### src/design/lsre_pkg.sv
// Shared constants and transfer types for the LIFO stack rotate engine.
// Depends on nothing; imported by the engine, its checker and its testbench.
`default_nettype none

package lsre_pkg;

	// DEPTH must stay a power of two: slot arithmetic wraps in PTR_W bits and
	// the store is split into an even and an odd bank by slot parity.
	localparam int DEPTH      = 64;
	localparam int DATA_WIDTH = 32;
	localparam int PTR_W      = $clog2(DEPTH);
	localparam int CNT_W      = $clog2(DEPTH + 1);
	localparam int BANK_AW    = PTR_W - 1;
	localparam int BANK_DEPTH = DEPTH / 2;

	localparam logic [2:0] ACT_PUSH   = 3'd0;
	localparam logic [2:0] ACT_POP    = 3'd1;
	localparam logic [2:0] ACT_DUP    = 3'd2;
	localparam logic [2:0] ACT_SWAP   = 3'd3;
	localparam logic [2:0] ACT_ROT_TB = 3'd4;
	localparam logic [2:0] ACT_ROT_BT = 3'd5;
	localparam logic [2:0] ACT_PEEK   = 3'd6;

	localparam logic [1:0] ST_OK    = 2'd0;
	localparam logic [1:0] ST_UNDER = 2'd1;
	localparam logic [1:0] ST_OVER  = 2'd2;

	typedef struct packed {
		logic [2:0]            action;
		logic [DATA_WIDTH-1:0] push_value;
	} cmd_t;

	typedef struct packed {
		logic [DATA_WIDTH-1:0] data_word;
		logic [1:0]            status;
		logic [CNT_W-1:0]      entry_count;
		logic                  is_empty;
	} res_t;

endpackage

`default_nettype wire

### src/design/lifo_stack_rotate_engine_unit.sv
// LIFO stack with push, pop, dup, swap, two rotations and peek.
// Depends on lsre_pkg for constants, action and status codes, and transfer types.
// Pipeline: an accepted command is registered into the second stage along with
// its bank reads, then into the result register, which raises done.
// Throughput: one command per cycle; busy never rises, since every command
// reads at most two neighboring slots and writes at most two, one per bank.
// Reset clears the entry count, the bottom pointer and both strobes; stored
// words stay undefined until pushed, and no unwritten word is ever read out.
`default_nettype none

module lifo_stack_rotate_engine_unit (
	input  wire logic          clk,
	input  wire logic          arst_n,
	input  wire logic          start,
	input  lsre_pkg::cmd_t     cmd,
	output logic               busy,
	output logic               done,
	output lsre_pkg::res_t     result
);
	import lsre_pkg::*;

	// Source of the primary store write.
	typedef enum logic [1:0] {
		WS_VALUE,   // push operand
		WS_TOP,     // word read at the read slot
		WS_NEXT     // word read one slot below the read slot
	} wsrc_t;

	// Everything the second stage needs about one command.
	typedef struct packed {
		logic                  we;       // primary write
		logic                  sw2;      // swap: second write one slot below
		wsrc_t                 wsrc;
		logic [PTR_W-1:0]      wslot;
		logic                  rpar;     // bank holding the read slot
		logic                  dat_en;   // command returns the read word
		logic [DATA_WIDTH-1:0] val;
		logic [1:0]            status;
		logic [CNT_W-1:0]      cnt;
	} ctl_t;

	logic                  accept;
	logic [CNT_W-1:0]      occ_q, occ_d;
	logic [PTR_W-1:0]      bot_q, bot_d;
	logic [PTR_W-1:0]      top_slot, nxt_slot, rslot, rslot_lo;
	logic                  is_empty_now, is_full_now, two_plus;
	ctl_t                  ctl_d, ctl_s1;
	logic                  vld_s1;

	logic [DATA_WIDTH-1:0] bank_mem [2][BANK_DEPTH];
	logic [DATA_WIDTH-1:0] rd_s1 [2];
	logic [1:0]            bwe;
	logic [BANK_AW-1:0]    bwi [2];
	logic [BANK_AW-1:0]    bri [2];
	logic [DATA_WIDTH-1:0] bwd [2];

	logic [DATA_WIDTH-1:0] word_a, word_b, wdat;
	logic [PTR_W-1:0]      slot2;

	logic                  done_q;
	res_t                  res_q;

	// No command needs more than one pass through the pipeline, so the command side never stalls.
	assign busy   = 1'b0;
	assign accept = start && !busy;

	// ---------------------------------------------------------------------
	// Accept stage: decode against the live count and bottom pointer.
	// Entry i from the bottom sits in slot (bot_q + i) mod DEPTH.
	// ---------------------------------------------------------------------
	assign is_empty_now = (occ_q == '0);
	assign is_full_now  = (occ_q == CNT_W'(DEPTH));
	assign two_plus     = (occ_q >= CNT_W'(2));
	assign nxt_slot     = bot_q + occ_q[PTR_W-1:0];
	assign top_slot     = nxt_slot - PTR_W'(1);

	always_comb begin
		occ_d        = occ_q;
		bot_d        = bot_q;
		rslot        = top_slot;
		ctl_d.we     = 1'b0;
		ctl_d.sw2    = 1'b0;
		ctl_d.wsrc   = WS_TOP;
		ctl_d.wslot  = nxt_slot;
		ctl_d.dat_en = 1'b0;
		ctl_d.status = ST_OK;
		case (cmd.action)
			ACT_PUSH: begin
				if (is_full_now) begin
					ctl_d.status = ST_OVER;
				end else begin
					ctl_d.we   = 1'b1;
					ctl_d.wsrc = WS_VALUE;
					occ_d      = occ_q + CNT_W'(1);
				end
			end
			ACT_POP: begin
				if (is_empty_now) begin
					ctl_d.status = ST_UNDER;
				end else begin
					ctl_d.dat_en = 1'b1;
					occ_d        = occ_q - CNT_W'(1);
				end
			end
			ACT_DUP: begin
				if (is_empty_now) begin
					ctl_d.status = ST_UNDER;
				end else if (is_full_now) begin
					ctl_d.status = ST_OVER;
				end else begin
					ctl_d.we     = 1'b1;
					ctl_d.dat_en = 1'b1;
					occ_d        = occ_q + CNT_W'(1);
				end
			end
			ACT_SWAP: begin
				// Top gets the word below it, the slot below gets the old top.
				if (two_plus) begin
					ctl_d.we    = 1'b1;
					ctl_d.sw2   = 1'b1;
					ctl_d.wsrc  = WS_NEXT;
					ctl_d.wslot = top_slot;
				end
			end
			ACT_ROT_TB: begin
				// Step the bottom down and drop the top word there.
				if (two_plus) begin
					ctl_d.we    = 1'b1;
					ctl_d.wslot = bot_q - PTR_W'(1);
					bot_d       = bot_q - PTR_W'(1);
				end
			end
			ACT_ROT_BT: begin
				// Copy the bottom word above the top, then step the bottom up.
				if (two_plus) begin
					ctl_d.we = 1'b1;
					rslot    = bot_q;
					bot_d    = bot_q + PTR_W'(1);
				end
			end
			ACT_PEEK: begin
				if (is_empty_now) begin
					ctl_d.status = ST_UNDER;
				end else begin
					ctl_d.dat_en = 1'b1;
				end
			end
			default: begin
			end
		endcase
		ctl_d.rpar = rslot[0];
		ctl_d.val  = cmd.push_value;
		ctl_d.cnt  = occ_d;
	end

	// Each bank reads the one of {rslot, rslot-1} with its parity.
	assign rslot_lo = rslot - PTR_W'(1);
	always_comb begin
		for (int k = 0; k < 2; k++) begin
			bri[k] = (rslot[0] == 1'(k)) ? rslot[PTR_W-1:1] : rslot_lo[PTR_W-1:1];
		end
	end

	always_ff @(posedge clk or negedge arst_n) begin
		if (!arst_n) begin
			occ_q  <= '0;
			bot_q  <= '0;
			vld_s1 <= 1'b0;
		end else begin
			vld_s1 <= accept;
			if (accept) begin
				occ_q <= occ_d;
				bot_q <= bot_d;
			end
		end
	end

	always_ff @(posedge clk) begin
		if (accept) begin
			ctl_s1 <= ctl_d;
		end
	end

	// ---------------------------------------------------------------------
	// Entry store: even and odd slot banks, one write and one registered read
	// each. A read that meets this cycle's write to the same entry takes the
	// new word, so back-to-back commands see each other's updates.
	// ---------------------------------------------------------------------
	always_ff @(posedge clk) begin
		for (int k = 0; k < 2; k++) begin
			if (bwe[k]) begin
				bank_mem[k][bwi[k]] <= bwd[k];
			end
			rd_s1[k] <= (bwe[k] && (bwi[k] == bri[k])) ? bwd[k] : bank_mem[k][bri[k]];
		end
	end

	// ---------------------------------------------------------------------
	// Second stage: pick the read words, steer the writes to their banks.
	// ---------------------------------------------------------------------
	assign word_a = rd_s1[ctl_s1.rpar];
	assign word_b = rd_s1[!ctl_s1.rpar];
	assign slot2  = ctl_s1.wslot - PTR_W'(1);

	always_comb begin
		case (ctl_s1.wsrc)
			WS_VALUE: wdat = ctl_s1.val;
			WS_NEXT:  wdat = word_b;
			default:  wdat = word_a;
		endcase
	end

	always_comb begin
		for (int k = 0; k < 2; k++) begin
			if (vld_s1 && ctl_s1.we && (ctl_s1.wslot[0] == 1'(k))) begin
				bwe[k] = 1'b1;
				bwi[k] = ctl_s1.wslot[PTR_W-1:1];
				bwd[k] = wdat;
			end else begin
				// Swap's second write: the old top into the slot below.
				bwe[k] = vld_s1 && ctl_s1.we && ctl_s1.sw2 && (slot2[0] == 1'(k));
				bwi[k] = slot2[PTR_W-1:1];
				bwd[k] = word_a;
			end
		end
	end

	// ---------------------------------------------------------------------
	// Result register: one strobed transfer per command.
	// ---------------------------------------------------------------------
	always_ff @(posedge clk or negedge arst_n) begin
		if (!arst_n) begin
			done_q <= 1'b0;
		end else begin
			done_q <= vld_s1;
		end
	end

	always_ff @(posedge clk) begin
		if (vld_s1) begin
			res_q.data_word   <= ctl_s1.dat_en ? word_a : '0;
			res_q.status      <= ctl_s1.status;
			res_q.entry_count <= ctl_s1.cnt;
			res_q.is_empty    <= (ctl_s1.cnt == '0);
		end
	end

	assign done   = done_q;
	assign result = res_q;

	// ---------------------------------------------------------------------
	// Checks
	// ---------------------------------------------------------------------
	a_latency: assert property (@(posedge clk) disable iff (!arst_n)
		accept |-> ##2 done)
		else $error("result transfer missing two cycles after accept");

	a_occ_bound: assert property (@(posedge clk) disable iff (!arst_n)
		occ_q <= CNT_W'(DEPTH))
		else $error("entry count above depth");

	a_swap_banks: assert property (@(posedge clk) disable iff (!arst_n)
		(vld_s1 && ctl_s1.sw2) |-> (bwe == 2'b11))
		else $error("swap writes did not land in both banks");

	a_err_zero: assert property (@(posedge clk) disable iff (!arst_n)
		(done && (result.status != ST_OK)) |-> (result.data_word == '0))
		else $error("error result carries a data word");

	a_over_full: assert property (@(posedge clk) disable iff (!arst_n)
		(done && (result.status == ST_OVER)) |-> (result.entry_count == CNT_W'(DEPTH)))
		else $error("overflow reported on a stack that is not full");

endmodule

`default_nettype wire

### config.mk
export PLATFORM = sky130hd
export DESIGN_NAME = lifo_stack_rotate_engine_unit
export DESIGN_NICKNAME = d
export VERILOG_FILES = /design/src/design/lsre_pkg.sv /design/src/design/lifo_stack_rotate_engine_unit.sv
export SDC_FILE = /design/constraint.sdc
export NUM_CORES = 2
export LEC_CHECK = 0
export ABC_AREA = 1
export BUFFER_PORTS_ARGS = -buffer_cell sky130_fd_sc_hd__buf_2
export CAP_MARGIN = 20
export CORE_UTILIZATION = 33
export DETAILED_ROUTE_END_ITERATION = 8
export GPL_ROUTABILITY_DRIVEN = 0
export MAX_ROUTING_LAYER = met4
export PLACE_DENSITY_LB_ADDON = 0.2
export REMOVE_ABC_BUFFERS = 1
export SLEW_MARGIN = 5
export SYNTH_ARGS = -nofsm -noshare
export SYNTH_HDL_FRONTEND = slang
export SYNTH_SLANG_ARGS = --single-unit
export TNS_END_PERCENT = 20
### constraint.sdc
create_clock -name clk -period 5.65 [get_ports clk]
set_input_delay 0.2825 -clock clk [delete_from_list [all_inputs] [get_ports clk]]
set_output_delay 0.2825 -clock clk [all_outputs]
set_load 0.02 [all_outputs]
After elaboration in Yosys (flattened, before gate mapping) --
Memories as Yosys holds them, arrays and structs flattened. A register that Yosys moved wholly into a read port is not among the register bits. Cells that the tools add are included. W data, S select, Z words.
Word-level totals: register bits 110, input bits 38, output and inout port bits 44, word-level logic and storage cells 121, memories 2, memory bits (writable) 2112
Memory list:
- bank_mem | depth 2, bits a word 1024, rd ports 2, clocked after memory_dff 0, write ports 2, line lifo_stack_rotate_engine_unit.sv:50 | logic [DATA_WIDTH-1:0] bank_mem [2][BANK_DEPTH];
- rd_s1 | depth 2, bits a word 32, rd ports 2, clocked after memory_dff 1, write ports 2, line lifo_stack_rotate_engine_unit.sv:51 | logic [DATA_WIDTH-1:0] rd_s1 [2];
Operators by class: add/sub/neg operators 8, multiplexer cells 50, reductions and logical operators 19, eq/ne operators 12, bitwise logic cells 6, order comparisons 7
Operator list (number):
- $mux W1024 | 2
- $bmux W32 S5 | 2
- $demux W32 S5 | 2
- $mux W32 | 10
- $pmux W32 S2 | 1
- $mux W6 | 5
- $ge A6 B6 Y1 const B | 4
- $not A5 Y6 | 4
- $pmux W6 S2 | 2
- $sub A6 B1 Y6 const B | 4
- $mux W7 | 3
- $pmux W7 S3 | 1
- $mux W5 | 4
- $logic_not A7 Y1 | 2
- $lt A6 B1 Y1 const B | 2
- $mux W1 | 11
- $eq A5 B5 Y1 | 2
- $logic_and A1 B1 Y1 | 10
- $mux W10 | 1
- $eq A3 B3 Y1 const B | 3
- $add A7 B1 Y7 const B | 1
- $eq A7 B7 Y1 const B | 1
- $ge A7 B2 Y1 const B | 1
- $sub A7 B1 Y7 const B | 1
- 18 further kinds | 23

Depth between registers and ports, before layout --
depth in word-level cells 11, mapped depth 24, mapped depth without buffers 23

Least setup slack after synthesis --
OpenSTA, ideal clock, no wires.
path type register to register, from reg vld_s1, to mem bank_mem[0][0] (netlist bit) (enable), stages on the path, launching flop included 7, data arrival time 3.797 ns, path buffers 0, library setup time 0.421 ns, slack 1.432 ns, path through dfrtp_1 -> nand2_1 -> nor2_1 -> inv_1 -> o21ai_0 -> nand3_1 -> nor2_1
RTL lines:
- start: declaration | line lifo_stack_rotate_engine_unit.sv:48 | logic vld_s1;
- start signal: assignment | line lifo_stack_rotate_engine_unit.sv:170 | vld_s1 <= accept;
- end: declaration | line lifo_stack_rotate_engine_unit.sv:50

==> results.cfg <==
[clocking]
tritoncts = built
cts_sinks = 2223
post_cts_buffers = 0
clk_latency_ns = 0.90
clock-root-buffer = clkbuf_16
cts_max_level = 4
path_clk_slew_ns = 0.07
post_cts_resized = 0
numCtsBuffers = 237
cts_max_path_buffers = 3

[die]
die_area_um2 = 286000
fp.coreArea_um2 = 283000
num_rows = 195
ioPinCount = 82
die-width_um = 535
die_h_um = 535
start_util_pct = 33.2

[final_layout]
fillCellCount = 26756
mostFrequentLayoutCells = edfxtp_1 (2143), nand3_1 (1444), nand2_1 (1245)
layout_commonest_cell = edfxtp_1
fin_nets = 7381
syn_to_final_growth_pct = 15.2
drive_gt1_share_pct = 11.2

[route]
routed_wirelength_um = 296000
first_pass_iters = 6
ant_nets = 0
wire_per_inst_um = 26.3
vias = 59699
viasPerCell = 5.30
drc_errors = 0
first_iter_violations = 5701

[grt]
grt_pass1_vias = 58298
overflow = 0
grt_pass1_wl_um = 425000
grt_max_degree = 130
grt_usage_pct = 20.9
grt_antenna_before_repair = 4

[worst_setup_path]
crit_end = rd_s1[0][12]
path_common_cell = nand2_1
reg2reg_depth = 21
crit_path_start_kind = register
cp.required_ns = 6.44
cp_cell_sequence = inv_1 -> ha_1 -> nand2_1 -> nand2_2 -> o21ai_4 -> nand2_1 -> nand2_2 -> inv_2 -> ha_4 -> inv_1 -> nand3_1 -> nand3_4 -> nand2_8 -> nand2_1 -> nand2_1 -> nor2_1 -> nand2_1 -> nor2_4 -> buf_4 -> nand3_1 -> nand2_1
crit_start = occ_q[0]
cp_max_fo = 64
endpoint_kind = register
reg2reg_setup_slack_ns = 0.84
r2r-end = rd_s1[0][12]
critPathSlowestCell = buf_4
arrival_ns = 5.61
critPathMaxStageDelay_ns = 0.55
r2r_start = occ_q[0]
critPathKind = register to register

[synth]
synth_top_area_share_pct = 68.6
syn_area_um2 = 93800
synth_area_per_cell_um2 = 13.0
synth_edf_count = 2143
ys_seq_elements = 2223
seq_area_frac_synth_pct = 70.4
synthArstFlopShare_pct = 0.675
ys_types = 44
yosys_warnings = 0
synthTopCellsByArea = edfxtp_1 (69%), mux2i_1 (10%), nand3_1 (7.7%)
ys.flop_type = edfxtp_1
yosys.area.top_type = edfxtp_1
syn_inst = 7195

[timing]
setup_violations = 0
clock.fmax_mhz = 208
max_slew_margin_pct = 22.5
tightest_slew_ns = 1.16
rsz0062_at_grt = false
whs_ns = 0.0950
fin_skew_ns = 0.0439
timing.final.crit_period_ns = 4.81
finalMaxSlewViolations = 0
finalCritPeriodShare_pct = 85.2
finalHoldViolCount = 0

[worst_hold_path]
hp-start = cmd[26]
hold_path.class = primary input to register

[run]
cap_viol_max_count = 0

[placement]
dp_hpwl_um = 161000
portBuffers = 80

[status]
status = finished clean
==> timing repair <==
item / in CTS / in global routing
hold endpoints to repair: 79 / 0
endpoints found under the setup margin: 0 / 0
hold buffers: 41 / 0
==> cell families (layout without fill, tap and decap cells) <==
| kind of cell | after synthesis | after routing | share of synthesized area [%] |
|---|---|---|---|
| AND/OR/NAND/NOR | 3100 | 3100 | 14.6 |
| flip-flops | 2223 | 2223 | 70.4 |
| buffers and inverters | 579 | 909 | 2.72 |
| multiplexers | 933 | 933 | 9.95 |
| XOR/XNOR | 18 | 18 | 0.168 |
| adder cells (fa/ha/maj) | 17 | 17 | 0.235 |
| AO/OA/AOI/OAI | 324 | 324 | 1.93 |
| other | 1 | 6 | 0.00400 |
==> stage by stage <==
step / worst slack (ns) / utilization, % / setup TNS (ns) / cell area (µm²) / instances
2_1_floorplan: -16.16 / - / -1426.57 / 91600 / 6717
3_3_place_gp: 0.880 / 35.4 / 0 / 100000 / 10785
3_5_place_dp: 0.888 / 35.4 / 0 / 100000 / 10786
4_1_cts: 0.848 / 38.2 / 0 / 108000 / 11265
5_1_grt: 0.548 / 38.2 / 0 / 108000 / 11270
6_report: 0.835 / 38.2 / 0 / 108000 / 11273
==> state kept, by name, indices dropped and copies added (netlist names), named ones only <==
name / flops
rd_s1: 64
bot_q: 6
result: 42
occ_q: 7
bank_mem: 2048
done: 1
ctl_s1: 53
vld_s1: 1
==> per-layer routing <==
| layer | up-vias | wire length (µm) | track usage [%] |
|---|---|---|---|
| li1 | 26771 | - | - |
| met1 | 30526 | 129000 | 27.5 |
| met2 | 1932 | 143000 | 33.7 |
| met3 | 470 | 16800 | 2.83 |
| met4 | 0 | 8350 | 5.87 |
| met5 | - | 0 | - |
==> Yosys cell counts (all sizes together), types with 16 or more instances <==
cell type  count
nand2       1270
o221ai        37
dfxtp         65
buf          237
nand3       1450
mux2i        933
nor3         102
clkbuf       241
nor2         268
o21ai        255
inv          100
edfxtp      2143
ha            16
==> critical path: cells and delay by family (launching register included) <==
family / cells / cell delay, ns
AOI/OAI and AO/OA: 1 / 0.29
adders and majority gates: 2 / 0.49
buffers and inverters: 4 / 1.05
DFF: 1 / 0.42
and+or+nand+nor: 14 / 2.41
==> layout make-up <==
class                           instances  area, µm²  share of cell area [%]
Antenna cell                            5       12.5                  0.0116
Clock buffer                          295       6270                    5.81
Clock inverter                        143       1210                    1.12
Inverter                              101        380                   0.352
Multi-Input combinational cell       4393      26200                    24.3
Sequential cell                      2223      66000                    61.1
Tap cell                             3743       4680                    4.33
Timing Repair Buffer                  370       3250                    3.00
==> worst min-delay path by stage <==
stage	end	slack (ns)	cells after the start
after floorplan	bot_q[0]	-0.01	0
after global placement	done	0.25	1
after detailed placement	done	0.25	1
after CTS	ctl_s1[35]	0.04	2
after global routing	ctl_s1[35]	0.08	2
final	ctl_s1[35]	0.09	2
Power is left out: the tool's default activity adds up to more than one toggle a clock period on the data nets, which glitch-free logic cannot reach.
